File: src/sv/fas_pkg.sv
`default_nettype none
package fas_pkg;

	typedef enum logic [2:0] {
		OP_TICK    = 3'd0,
		OP_PLAY    = 3'd1,
		OP_PAUSE   = 3'd2,
		OP_RESTART = 3'd3,
		OP_SET     = 3'd4
	} op_t;

	typedef enum logic [1:0] {
		MODE_PLAYING  = 2'd0,
		MODE_PAUSED   = 2'd1,
		MODE_COOLDOWN = 2'd2,
		MODE_ENDED    = 2'd3
	} mode_t;

	typedef enum logic [1:0] {
		SEQ_IDLE,
		SEQ_DIV,
		SEQ_FIN
	} seq_state_t;

	typedef enum logic [1:0] {
		REG_FRAME_TOTAL = 2'd0,
		REG_INTERVAL    = 2'd1,
		REG_LOOP        = 2'd2,
		REG_COOLDOWN    = 2'd3
	} reg_idx_t;

	typedef struct packed {
		logic busy;
		logic done;
	} div_stat_t;

	localparam int DIVIDEND_W = 32;
	localparam int DIVISOR_W  = 16;

endpackage
`default_nettype wire

File: src/sv/fas_div.sv
`default_nettype none
module fas_div (
	input  wire logic                           clk,
	input  wire logic                           arst_n,
	input  wire logic                           start,
	input  wire logic [fas_pkg::DIVIDEND_W-1:0] dividend,
	input  wire logic [fas_pkg::DIVISOR_W-1:0]  divisor,
	output fas_pkg::div_stat_t                  stat,
	output logic [fas_pkg::DIVIDEND_W-1:0]      quotient
);
	import fas_pkg::*;

	localparam int CNT_W = $clog2(DIVIDEND_W);

	logic [DIVIDEND_W-1:0] quo_q;
	logic [DIVISOR_W-1:0]  rem_q;
	logic [DIVISOR_W-1:0]  dvs_q;
	logic [CNT_W-1:0]      cnt_q;
	logic                  busy_q;
	logic                  done_q;
	logic [DIVISOR_W:0]    trial;
	logic                  ge;
	logic [DIVISOR_W:0]    diff;

	// one quotient bit per cycle, restoring
	always_comb begin
		trial = {rem_q, quo_q[DIVIDEND_W-1]};
		ge    = trial >= {1'b0, dvs_q};
		diff  = trial - {1'b0, dvs_q};
	end

	always_ff @(posedge clk or negedge arst_n) begin
		if (!arst_n) begin
			busy_q <= 1'b0;
			done_q <= 1'b0;
			cnt_q  <= '0;
		end else begin
			done_q <= 1'b0;
			if (start) begin
				busy_q <= 1'b1;
				cnt_q  <= '0;
			end else if (busy_q) begin
				cnt_q <= cnt_q + 1'b1;
				if (cnt_q == CNT_W'(DIVIDEND_W - 1)) begin
					busy_q <= 1'b0;
					done_q <= 1'b1;
				end
			end
		end
	end

	always_ff @(posedge clk) begin
		if (start) begin
			quo_q <= dividend;
			rem_q <= '0;
			dvs_q <= divisor;
		end else if (busy_q) begin
			quo_q <= {quo_q[DIVIDEND_W-2:0], ge};
			rem_q <= ge ? diff[DIVISOR_W-1:0] : trial[DIVISOR_W-1:0];
		end
	end

	assign stat.busy = busy_q;
	assign stat.done = done_q;
	assign quotient  = quo_q;

endmodule
`default_nettype wire

File: src/sv/frame_animation_sequencer.sv
`default_nettype none
// Frame animation sequencer.
// Input stream (s_*): one event per transfer - tick, play, pause, restart or
// set frame. Output stream (m_*): one transfer per event carrying the frame
// index and play state after that event.
// Configuration is written through cfg_we/cfg_index/cfg_data: frame count,
// frame interval, loop enable and cooldown length; the user must write it only
// while idle, as the block does not enforce this. Every event other than a tick
// while playing gives its result on the cycle after its transfer. A tick while
// playing runs a 32-bit restoring division of the accumulated time by the
// interval, one quotient bit per cycle, and gives its result after the divide
// and finish states. Throughput: one event per cycle at best while the receiver
// keeps up; the shared divider holds off new events during a tick while playing.
// The block takes a new event only while the sequencer is idle and the
// output register is empty or being emptied in the same cycle; a stalled
// receiver therefore holds the result and back-pressures the input.
// Reset leaves the block paused at frame 0 with the accumulator cleared,
// one frame, a 41 ms interval, looping off and no cooldown.
module frame_animation_sequencer #(
	parameter int MAX_FRAMES = 4096
) (
	input  wire logic        clk,
	input  wire logic        arst_n,
	input  wire logic        s_tvalid,
	output logic             s_tready,
	// operation[2:0], delta_ms[18:3], now_ms[50:19], target_frame[62:51]
	input  wire logic [63:0] s_tdata,
	output logic             m_tvalid,
	input  wire logic        m_tready,
	// frame_index[11:0], play_state[13:12]
	output logic [15:0]      m_tdata,
	input  wire logic        cfg_we,
	input  wire logic [1:0]  cfg_index,
	input  wire logic [15:0] cfg_data
);
	import fas_pkg::*;

	localparam int CAP_I = (MAX_FRAMES < 4096) ? MAX_FRAMES : 4096;
	localparam logic [12:0] TOT_CAP = 13'(CAP_I);

	logic [12:0] frame_total_q;
	logic [15:0] interval_q;
	logic        loop_q;
	logic [15:0] cooldown_q;

	mode_t       mode_q, mode_d;
	logic [11:0] cur_q, cur_d;
	logic [31:0] acc_q, acc_d;
	logic [31:0] cend_q, cend_d;
	logic        fws_q, fws_d;
	logic [31:0] now_q;
	seq_state_t  seq_q, seq_d;

	logic        m_tvalid_q;
	logic [15:0] m_tdata_q;

	logic        s_accept;
	logic        out_load;
	logic        div_start;
	div_stat_t   div_stat;
	logic [31:0] quotient;

	logic [2:0]  in_op;
	logic [15:0] in_delta;
	logic [31:0] in_now;
	logic [11:0] in_target;

	logic [12:0] total;
	logic [11:0] last;
	logic [32:0] sum33;
	logic [31:0] sum_sat;
	logic [15:0] ivl;
	logic [32:0] idx33;

	assign in_op     = s_tdata[2:0];
	assign in_delta  = s_tdata[18:3];
	assign in_now    = s_tdata[50:19];
	assign in_target = s_tdata[62:51];

	assign s_tready = (seq_q == SEQ_IDLE) && (!m_tvalid_q || m_tready);
	assign s_accept = s_tvalid && s_tready;

	always_comb begin
		if (frame_total_q == 13'd0)
			total = 13'd1;
		else if (frame_total_q > TOT_CAP)
			total = TOT_CAP;
		else
			total = frame_total_q;
		last    = 12'(total - 13'd1);
		sum33   = {1'b0, acc_q} + {17'd0, in_delta};
		sum_sat = sum33[32] ? '1 : sum33[31:0];
		ivl     = (interval_q == 16'd0) ? 16'd1 : interval_q;
		idx33   = {21'd0, cur_q} + {1'b0, quotient};
	end

	fas_div u_div (
		.clk      (clk),
		.arst_n   (arst_n),
		.start    (div_start),
		.dividend (sum_sat),
		.divisor  (ivl),
		.stat     (div_stat),
		.quotient (quotient)
	);

	always_comb begin
		mode_d    = mode_q;
		cur_d     = cur_q;
		acc_d     = acc_q;
		cend_d    = cend_q;
		fws_d     = fws_q;
		seq_d     = seq_q;
		div_start = 1'b0;
		out_load  = 1'b0;
		case (seq_q)
			SEQ_IDLE: begin
				if (s_accept) begin
					out_load = 1'b1;
					case (in_op)
						OP_TICK: begin
							if (mode_q == MODE_PLAYING) begin
								acc_d     = sum_sat;
								div_start = 1'b1;
								out_load  = 1'b0;
								seq_d     = SEQ_DIV;
							end else if (mode_q == MODE_COOLDOWN && in_now >= cend_q) begin
								if (!fws_q)
									cur_d = '0;
								fws_d  = 1'b0;
								mode_d = MODE_PLAYING;
							end
						end
						OP_PLAY: begin
							if (mode_q == MODE_ENDED || mode_q == MODE_COOLDOWN) begin
								if (!fws_q)
									cur_d = '0;
								fws_d = 1'b0;
							end
							mode_d = MODE_PLAYING;
						end
						OP_PAUSE: begin
							if (mode_q == MODE_PLAYING || mode_q == MODE_COOLDOWN)
								mode_d = MODE_PAUSED;
						end
						OP_RESTART: begin
							cur_d  = '0;
							acc_d  = '0;
							cend_d = '0;
							fws_d  = 1'b0;
							mode_d = MODE_PLAYING;
						end
						OP_SET: begin
							cur_d = (in_target < last) ? in_target : last;
							if (mode_q == MODE_ENDED || mode_q == MODE_COOLDOWN)
								fws_d = 1'b1;
						end
						default: begin
						end
					endcase
				end
			end
			SEQ_DIV: begin
				if (div_stat.done)
					seq_d = SEQ_FIN;
			end
			SEQ_FIN: begin
				out_load = 1'b1;
				seq_d    = SEQ_IDLE;
				// advance only when a whole frame is due; drop the remainder
				if (quotient != 32'd0) begin
					acc_d = '0;
					if (idx33 >= {20'd0, total}) begin
						cur_d = last;
						if (loop_q) begin
							cend_d = now_q + {16'd0, cooldown_q};
							mode_d = MODE_COOLDOWN;
						end else begin
							mode_d = MODE_ENDED;
						end
					end else begin
						cur_d = idx33[11:0];
					end
				end
			end
			default: seq_d = SEQ_IDLE;
		endcase
	end

	always_ff @(posedge clk or negedge arst_n) begin
		if (!arst_n) begin
			frame_total_q <= 13'd1;
			interval_q    <= 16'd41;
			loop_q        <= 1'b0;
			cooldown_q    <= '0;
			mode_q        <= MODE_PAUSED;
			cur_q         <= '0;
			acc_q         <= '0;
			cend_q        <= '0;
			fws_q         <= 1'b0;
			seq_q         <= SEQ_IDLE;
			m_tvalid_q    <= 1'b0;
		end else begin
			if (cfg_we) begin
				case (cfg_index)
					REG_FRAME_TOTAL: frame_total_q <= cfg_data[12:0] | 13'd0;
					REG_INTERVAL:    interval_q    <= cfg_data;
					REG_LOOP:        loop_q        <= cfg_data[0];
					REG_COOLDOWN:    cooldown_q    <= cfg_data;
					default: begin
					end
				endcase
			end
			mode_q <= mode_d;
			cur_q  <= cur_d;
			acc_q  <= acc_d;
			cend_q <= cend_d;
			fws_q  <= fws_d;
			seq_q  <= seq_d;
			if (out_load)
				m_tvalid_q <= 1'b1;
			else if (m_tready)
				m_tvalid_q <= 1'b0;
		end
	end

	always_ff @(posedge clk) begin
		if (div_start)
			now_q <= in_now;
		if (out_load)
			m_tdata_q <= {2'b00, mode_d, cur_d};
	end

	assign m_tvalid = m_tvalid_q;
	assign m_tdata  = m_tdata_q;

endmodule
`default_nettype wire

File: config.mk
export PLATFORM = sky130hd
export DESIGN_NAME = frame_animation_sequencer
export DESIGN_NICKNAME = d
export VERILOG_FILES = /design/src/sv/fas_pkg.sv /design/src/sv/fas_div.sv /design/src/sv/frame_animation_sequencer.sv
export SDC_FILE = /design/constraint.sdc
export NUM_CORES = 1
export LEC_CHECK = 0
export BUFFER_PORTS_ARGS = -buffer_cell sky130_fd_sc_hd__buf_4
export CORE_UTILIZATION = 45
export DETAILED_ROUTE_END_ITERATION = 8
export GPL_TIMING_DRIVEN = 0
export HOLD_SLACK_MARGIN = 0.02
export SKIP_CTS_REPAIR_TIMING = 1
export SYNTH_ARGS = -nofsm -noshare
export SYNTH_HDL_FRONTEND = slang
export SYNTH_SLANG_ARGS = --single-unit
File: constraint.sdc
create_clock -name clk -period 4.9 [get_ports clk]
set_input_delay 0.245 -clock clk [delete_from_list [all_inputs] [get_ports clk]]
set_output_delay 0.245 -clock clk [all_outputs]
set_load 0.03 [all_outputs]
==> flow_metrics.py, run 1 <==
metrics = {
    "pwr": {
        "power_density_mw_per_mm2": 545,
        "p_leak_nw": 8.10,
        "fin_total_pwr_mw": 10.3,
        "max-vdd-ir-drop_v": 0.000307,
    },
    "clock_tree": {
        "cts_buffers": 29,
        "clockRootBuffer": "clkbuf_16",
        "clk_latency_ns": 0.58,
        "clkTransAtPathRegs_ns": 0.06,
        "cts_tree": "done",
        "clockBufferDepth": 3,
        "htree_levels": 1,
        "cts_sinks": 245,
    },
    "timing": {
        "fin_setup_tns_ns": -0.0322,
        "fin_crit_sh_pct": 100,
        "setup_ws_ns": -0.0122,
        "hold_violations": 0,
        "slew_violations": 0,
        "setup_violations": 5,
        "max_freq_ghz": 0.204,
        "finClkSkew_ns": 0.0358,
        "worstMarginPinSlew_ns": 1.02,
        "rsz0062_at_grt": "true",
        "fin_crit_ns": 4.91,
        "slew_headroom_pct": 31.4,
    },
    "setup_path": {
        "timing.critical_path.fanout_max": 7,
        "cp.required_ns": 5.33,
        "crit_type": "flop to flop",
        "endpoint_kind": "flop",
        "cp.arrival_ns": 5.34,
        "cp-start-kind": "flop",
    },
    "route": {
        "drc_errors": 0,
        "wire_per_inst_um": 18.6,
        "dr.first_iter.drc_count": 1050,
        "via_count": 13200,
        "drt.antenna.violating_nets": 0,
        "viasPerCell": 5.67,
        "wirelength_um": 43300,
        "firstDrtPassIters": 6,
    },
    "finish": {
        "area_growth_pct": 22.1,
        "antenna_cells": 0,
        "drive_gt1_share_pct": 16.1,
        "mostFrequentLayoutCell": "nand2_1",
        "layout_common_cells": "nand2_1 (197), o21ai_0 (136), dfrtp_1 (130)",
        "finalNetCount": 2073,
    },
    "floorplanning": {
        "pin_count": 105,
        "core_mm2": 0.0337,
        "die_area_mm2": 0.0352,
        "fp-row-count": 67,
        "die_y_um": 188,
        "initial_utilization_pct": 46.0,
        "fp.dieW_um": 188,
    },
    "logic_synthesis": {
        "synth-edff-count": 94,
        "ys_ff_latch": 245,
        "netlist_area_mm2": 0.0155,
        "ys.flop_type": "dfrtp_1",
        "synth-seq-area-share_pct": 42.1,
        "yosys_warnings": 0,
        "synth_cell_types": 78,
        "syn_inst": 1658,
        "syn_avg_cell_area_um2": 9.35,
        "async_flop_share_pct": 55.1,
    },
    "outcome": {
        "status": "finished with violations",
        "violations": "negative setup slack",
    },
    "worst_hold_path": {
        "hp-class": "primary input to flop",
    },
    "global_route": {
        "grt_max_degree": 95,
        "overflow": 0,
        "grt_pass1_wl_um": 68400,
        "grt.total_usage_pct": 24.2,
        "grt_pass1_vias": 12800,
        "antenna_found_initial": 1,
    },
    "placed_design": {
        "portBuffers": 101,
        "gp_congestion": 0.932,
        "dpl.hpwl_um": 32100,
    },
    "flow_run": {
        "maxCapViolCount": 0,
    },
}
==> cell families (layout without fill, tap and decap cells) <==
logic type,Yosys count,in the layout,synth area share (%)
AO/OA/AOI/OAI,420,420,17.2
XOR/XNOR,76,76,4.29
adder cells (fa/ha/maj),123,123,10.1
buffers and inverters,165,392,4.39
flip-flops,245,245,42.1
multiplexers,55,55,3.91
other,1,2,0.0242
AND/OR/NAND/NOR,573,573,18.0
==> metal layers <==
layer,vias up,track usage [%],share of wire [%]
met5,-,0,0
met4,0,5.88,2.3
met3,73,3.65,5.0
met2,378,39.2,46
met1,6302,33.8,46
li1,6472,-,-
==> synthesized netlist by cell type, drive strengths merged, types with 16 or more instances <==
library cell | number | share of area [%]
a211oi | 16 | 0.77
a21o | 39 | 1.9
a21oi | 85 | 2.7
a31oi | 25 | 1.0
and3 | 23 | 0.93
buf | 22 | 0.91
clkbuf | 63 | 1.5
dfrtp | 130 | 21
dfxtp | 16 | 2.1
edfxtp | 94 | 18
ha | 119 | 9.6
inv | 80 | 1.9
mux2 | 45 | 3.3
nand2 | 208 | 5.1
nand2b | 16 | 0.65
nand3 | 53 | 1.7
nand4 | 43 | 1.7
nor2 | 93 | 2.3
nor2b | 19 | 0.77
nor3 | 40 | 1.3
nor4 | 23 | 1.0
o21ai | 139 | 4.5
o31ai | 20 | 1.1
xnor2 | 44 | 2.5
xor2 | 32 | 1.8
==> final cells by class <==
class	count	area (µm²)
fillers	3039	14800
multi-input cells	1249	8590
flip-flops and latches	245	6530
repair buffers	173	1520
clock buffers	41	833
well taps	448	561
plain buffers	85	419
inverters	80	300
clock inverters	13	180
==> worst paths after layout <==
path	startpoint	end	slack (ns)	cells after the start
max in group asynchronous	arst_n	mode_q[0]	3.88	3
worst min-delay path	s_tdata[2]	mode_q[1]	0.02	3
worst max register to register	u_div.quotient[0]	m_tdata[7]	-0.01	16
worst min register to register	u_div.done_q	seq_q[0]	0.44	1
worst max-delay path	u_div.quotient[0]	m_tdata[7]	-0.01	16
min in group asynchronous	arst_n	u_div.cnt_q[0]	0.18	2
==> worst max-delay path: stages, from the launching register on <==
cell       delay [ns]
edfxtp_1         0.49
ha_2             0.26
fa_2             0.44
a211oi_4         0.31
nor4_2           0.12
o31ai_4          0.38
xnor2_2          0.19
ha_4             0.25
and2_1           0.19
a2111oi_4        0.33
and4_1           0.24
nand3_1          0.13
a2111oi_4        0.30
nand4_1          0.21
buf_4            0.20
nor4_4           0.46
a2111o_1         0.30
==> per-stage QoR <==
stage / utilization [%] / setup slack, ns / hold WS (ns) / instance area, µm² / cells
detailed placement: 50.1 / -1.10 / 0.212 / 16900 / 2210
finish: 56.2 / -0.0122 / 0.0231 / 18900 / 2334
floorplan: - / 0.221 / -0.0506 / 15500 / 1659
CTS: 53.1 / -1.11 / -0.380 / 17900 / 2264
global route: 56.2 / -0.201 / 0.0254 / 18900 / 2334
global placement: 49.9 / -1.14 / 0.435 / 16800 / 2208
==> state kept, by name, indices dropped and copies added, names as in the netlist, 13 cells and up <==
signal / flops
m_tdata: 14
acc_q: 32
cend_q: 32
u_div.dvs_q: 16
u_div.quotient: 32
u_div.rem_q: 16
interval_q: 16
cooldown_q: 16
now_q: 32
frame_total_q: 13
==> where the power goes <==
group	switching (mW)	internal [mW]	total, mW	leakage, nW
Sequential	0.456	2.71	3.17	2.76
Combinational	2.87	2.01	4.87	4.85
Clock	0.921	1.36	2.28	0.490
Power figures use the tool's default switching activity.
==> inputs of run 2 (changes only) <==
ABC_AREA = 1   (was not set)
==> flow_metrics.py, run 2 <==
metrics = {
    "placed_design": {
        "gp_congestion": 0.918,
        "dpl.hpwl_um": 36800,
        "dpl.cell_count": 2840,
        "portBuffers": 101,
    },
    "worst_hold_path": {
        "hp-class": "primary input to flop",
        "hold_path_end": "cooldown_q[10]",
        "hold_start": "cfg_data[10]",
        "hold-path-cell-count": 3,
    },
    "logic_synthesis": {
        "ys.flop_type": "dfrtp_1",
        "ys_top_cells_by_area": "dfrtp_1 (19%), edfxtp_1 (17%), nand2_1 (15%)",
        "netlist_area_mm2": 0.0168,
        "synth-compound-area-share_pct": 11.0,
        "synth_cell_types": 57,
        "yosys_warnings": 0,
        "synth_fa_ha_area_share_pct": 9.35,
        "synthMuxAreaShare_pct": 0,
        "synthXorXnorAreaFrac_pct": 3.60,
        "syn_inst": 2269,
        "syn_avg_cell_area_um2": 7.39,
        "synthSimpleGateAreaFrac_pct": 29.0,
        "yosysTopAreaCellShare_pct": 19.4,
        "ys_ff_latch": 245,
        "synth-seq-area-share_pct": 38.9,
        "synth_top_family_by_area": "simple AND/OR/NAND/NOR gates",
        "synth-edff-count": 94,
        "yosys.area.top_type": "dfrtp_1",
        "async_flop_share_pct": 55.1,
        "synth_commonest_cells": "nand2_1 (682), inv_1 (260), nand3_1 (176), nor2_1 (159), o21ai_0 (159)",
        "post-synth-top-count-cell": "nand2_1",
    },
    "floorplanning": {
        "die_area_mm2": 0.0381,
        "core_mm2": 0.0366,
        "fp.dieW_um": 195,
        "fp-row-count": 70,
        "pin_count": 105,
        "die_y_um": 195,
        "initial_utilization_pct": 45.8,
    },
    "global_route": {
        "grt.total_usage_pct": 25.1,
        "overflow": 0,
        "grt_pass1_vias": 14700,
        "grt_util_met2_pct": 41.1,
        "use_met1_pct": 34.7,
        "busiest_layer": "met2",
        "grt_max_degree": 94,
        "antenna_found_initial": 2,
        "grt_pass1_wl_um": 76600,
        "use_met3_pct": 3.56,
    },
    "clock_tree": {
        "cts_sinks": 245,
        "clk_latency_ns": 0.56,
        "htree_levels": 1,
        "clockRootBuffer": "clkbuf_16",
        "clkTransAtPathRegs_ns": 0.06,
        "cts_buffers": 29,
        "cts_tree": "done",
        "clockBufferDepth": 3,
    },
    "setup_path": {
        "cp.required_ns": 5.18,
        "timing.critical_path.fanout_max": 10,
        "endpoint_kind": "flop",
        "reg2reg_depth": 23,
        "r2r-start": "u_div.quotient[0]",
        "cp-start-kind": "flop",
        "reg2reg_slack_ns": 0.59,
        "r2r-end": "m_tdata[7]",
        "cp.arrival_ns": 4.59,
        "crit_type": "flop to flop",
    },
    "finish": {
        "layout_common_cells": "nand2_1 (682), inv_1 (259), nand3_1 (176)",
        "post-route-util_pct": 53.3,
        "mostFrequentLayoutCell": "nand2_1",
        "drive_gt1_share_pct": 8.48,
        "fillers": 3590,
        "finalNetCount": 2651,
        "area_growth_pct": 16.3,
        "stdcell_count": 2934,
    },
    "pwr": {
        "p_leak_nw": 9.30,
        "power_density_mw_per_mm2": 531,
        "max-vdd-ir-drop_v": 0.000346,
    },
    "timing": {
        "worstMarginPinSlew_ns": 1.12,
        "hold_violations": 0,
        "hold_ws_ns": 0.0297,
        "fin_crit_ns": 4.31,
        "slew_headroom_pct": 25.5,
        "finClkSkew_ns": 0.0122,
        "rsz0062_at_grt": "false",
        "setup_violations": 0,
        "max_freq_ghz": 0.232,
        "fin_crit_sh_pct": 87.9,
        "slew_violations": 0,
    },
    "flow_run": {
        "maxCapViolCount": 0,
    },
    "route": {
        "viasPerCell": 5.25,
        "drt.antenna.violating_nets": 0,
        "drc_errors": 0,
        "wirelength_um": 47700,
        "wire_per_inst_um": 16.3,
        "firstDrtPassIters": 5,
        "via_count": 15400,
        "dr.first_iter.drc_count": 1011,
    },
    "outcome": {
        "status": "completed",
    },
}
run 2: cell type report:
| class | instances | area [µm²] | share of cell area [%] |
|---|---|---|---|
| clock buffers | 42 | 826 | 4.23 |
| inverters | 274 | 1030 | 5.27 |
| well taps | 468 | 586 | 3.00 |
| flip-flops and latches | 245 | 6530 | 33.5 |
| multi-input cells | 1677 | 8900 | 45.6 |
| diodes | 2 | 5.00 | 0.0257 |
| clock inverters | 12 | 118 | 0.603 |
| plain buffers | 74 | 337 | 1.73 |
| repair buffers | 140 | 1180 | 6.05 |
run 2: worst max-delay path by stage:
stage                      start            endpoint  slack, ns  cells after the start
2_1_floorplan           seq_q[0]  u_div.quotient[30]       1.06                      9
3_3_place_gp            seq_q[0]  u_div.quotient[10]      -0.55                     10
3_5_place_dp    frame_total_q[2]          m_tdata[5]       0.35                     22
4_1_cts         frame_total_q[2]          m_tdata[5]       0.33                     22
5_1_grt         frame_total_q[2]          m_tdata[7]       0.18                     22
6_report       u_div.quotient[0]          m_tdata[7]       0.59                     23
run 2: per-stage QoR:
step                      setup slack (ns)  TNS, ns  cell area, µm²  total power [mW]
after global placement              -0.549   -18.29           18100              8.06
final                                0.593        0           19500              10.4
after floorplan                       1.06        0           16800              6.76
after CTS                            0.329        0           19100              10.3
after detailed placement             0.353        0           18200              8.14
after global routing                 0.180        0           19500              11.2
run 2: kinds of logic (layout without fill, tap and decap cells):
logic type / after synthesis / after routing
buffers and inverters: 348 / 542
flip-flops: 245 / 245
adder cells (fa/ha/maj): 123 / 123
XOR/XNOR: 69 / 69
AND/OR/NAND/NOR: 1138 / 1138
AO/OA/AOI/OAI: 345 / 345
other: 1 / 4
run 2: where the power goes:
| group | leakage (nW) | switching [mW] | internal, mW |
|---|---|---|---|
| registers | 2.78 | 0.498 | 2.75 |
| clock network | 0.460 | 0.879 | 1.27 |
| logic | 6.05 | 3.18 | 1.78 |
run 2: metal layers:
layer	share of wire (%)	wire length [µm]	up-vias
li1	-	-	7803
met1	47	22600	7210
met2	45	21600	337
met3	4.6	2180	67
met4	2.6	1240	0
met5	0	0	-
run 2: critical path, cell delays in order (launching register included):
cell	delay [ns]
edfxtp_1	0.47
ha_1	0.26
fa_1	0.43
nand2_1	0.10
nand3_1	0.19
nand2_1	0.11
nand3_1	0.08
xor2_1	0.32
ha_1	0.33
a21oi_1	0.15
nor2_1	0.05
a211oi_1	0.16
nand2_1	0.08
nor2_1	0.10
nand2_1	0.06
nor2_1	0.09
nand2_1	0.10
nor2_4	0.17
nand2_4	0.11
buf_2	0.21
nand2_1	0.08
nand3_1	0.13
nand2_1	0.11
nand3_1	0.12
==> inputs of run 3 (changes only) <==
CAP_MARGIN = 20   (was not set)
CTS_BUF_LIST = sky130_fd_sc_hd__clkbuf_16   (was not set)
==> flow_metrics.py, run 3 (same netlist as run 2, synthesis figures left out) <==
metrics = {
    "setup_path": {
        "cp.arrival_ns": 4.64,
        "crit_path_top_delay_cell": "edfxtp_1",
        "cpMostUsedCell": "nand2_1",
        "crit_type": "flop to flop",
        "endpoint_kind": "flop",
        "timing.critical_path.fanout_max": 10,
        "cp-start-kind": "flop",
        "cpPeakStageDelay_ns": 0.48,
        "cp.required_ns": 5.19,
        "cp_cell_sequence": "ha_1, fa_1, nand2_1, nand3_1, nand2_1, nand3_1, xor2_1, ha_1, a21oi_1, nor2_1, a211oi_1, nand2_1, nor2_1, nand2_1, nor2_1, nand2_1, nor2_4, nand2_4, buf_2, nand2_1, nand3_1, nand2_1, nand3_1",
    },
    "floorplanning": {
        "fp.dieW_um": 195,
        "die_y_um": 195,
        "core_mm2": 0.0366,
        "initial_utilization_pct": 45.8,
        "fp-row-count": 70,
        "pin_count": 105,
        "die_area_mm2": 0.0381,
    },
    "finish": {
        "area_growth_pct": 16.0,
        "final_area_mm2": 0.0195,
        "drive_gt1_share_pct": 8.36,
        "stdcell_count": 2935,
        "fillers": 3529,
        "post-route-util_pct": 53.1,
        "mostFrequentLayoutCell": "nand2_1",
        "layout_common_cells": "nand2_1 (682), inv_1 (270), nand3_1 (176)",
        "finalNetCount": 2652,
    },
    "global_route": {
        "grt_max_degree": 94,
        "antenna_found_initial": 2,
        "grt_pass1_wl_um": 76000,
        "grt_pass1_vias": 14600,
        "overflow": 0,
        "grt.total_usage_pct": 25.0,
    },
    "route": {
        "drc_errors": 0,
        "wire_per_inst_um": 16.3,
        "via_count": 15300,
        "wirelength_um": 47800,
        "drt.antenna.violating_nets": 0,
        "dr.first_iter.drc_count": 1021,
        "viasPerCell": 5.21,
        "firstDrtPassIters": 5,
    },
    "timing": {
        "hold_violations": 0,
        "max_freq_ghz": 0.230,
        "finClkSkew_ns": 0.0126,
        "worstMarginPinSlew_ns": 0.967,
        "fin_crit_ns": 4.35,
        "fin_crit_sh_pct": 88.7,
        "rsz0062_at_grt": "false",
        "setup_violations": 0,
        "slew_headroom_pct": 35.0,
        "slew_violations": 0,
    },
    "outcome": {
        "status": "completed",
    },
    "clock_tree": {
        "cts_sinks": 245,
        "clk_latency_ns": 0.57,
        "clockBufferDepth": 3,
        "clkTransAtPathRegs_ns": 0.07,
        "cts_buffers": 29,
        "clockRootBuffer": "clkbuf_16",
        "cts_tree": "done",
        "htree_levels": 1,
    },
    "pwr": {
        "p_leak_nw": 9.32,
        "max-vdd-ir-drop_v": 0.000343,
        "power_density_mw_per_mm2": 526,
        "fin_total_pwr_mw": 10.2,
    },
    "placed_design": {
        "dpl.cell_count": 2841,
        "gp_congestion": 0.918,
        "portBuffers": 101,
        "placed_area_mm2": 0.0182,
        "dpl.hpwl_um": 36900,
    },
    "flow_run": {
        "maxCapViolCount": 0,
    },
    "worst_hold_path": {
        "hp-class": "primary input to flop",
    },
}
-- run 3: layout make-up --
cell class                 instances  area [µm²]  area share (%)
buffer                            74         337            1.73
multi-input combinational       1677        8900            45.8
clock inverter                    25         149           0.765
inverter                         274        1030            5.29
clock buffer                      29         726            3.73
sequential                       245        6530            33.6
tap                              468         586            3.01
antenna                            2        5.00          0.0257
timing repair buffer             141        1190            6.14
-- run 3: where the power goes --
part | switching, mW | internal [mW] | leakage (nW)
logic | 3.17 | 1.79 | 6.07
clock network | 0.885 | 1.13 | 0.472
registers | 0.496 | 2.75 | 2.78
-- run 3: final timing paths --
| check | from | endpoint | slack [ns] | cells past startpoint |
|---|---|---|---|---|
| min in group asynchronous | arst_n | u_div.cnt_q[1] | 0.19 | 2 |
| worst min-delay path | cfg_index[1] | loop_q | 0.02 | 3 |
| worst max register to register | u_div.quotient[0] | m_tdata[8] | 0.55 | 23 |
| worst min register to register | cend_q[11] | cend_q[11] | 0.47 | 2 |
| worst max-delay path | u_div.quotient[0] | m_tdata[8] | 0.55 | 23 |
| max in group asynchronous | arst_n | mode_q[0] | 3.87 | 3 |
-- run 3: layer usage --
layer  up-vias  track usage (%)  wire [µm]
li1       7807                -          -
met1      7127             34.8      22900
met2       314             41.0      21700
met3        58             3.42       2040
met4         0             6.18       1100
met5         -                0          0
-- run 3: worst max-delay path, delay by kind of cell, from the launching register on --
| family | cells | cell delay [ns] |
|---|---|---|
| flops | 1 | 0.48 |
| fa+ha+maj | 3 | 1.03 |
| compound gates | 2 | 0.31 |
| simple gates | 16 | 1.71 |
| xor+xnor | 1 | 0.32 |
| buf+inv | 1 | 0.21 |
-- run 3: per-stage QoR --
stage	setup TNS, ns	hold slack [ns]	setup WS, ns
floorplan	0	-0.0506	1.06
CTS	0	-0.382	0.374
finish	0	0.0204	0.552
detailed placement	0	0.220	0.394
global route	0	0.0260	0.221
global placement	-18.29	0.435	-0.549
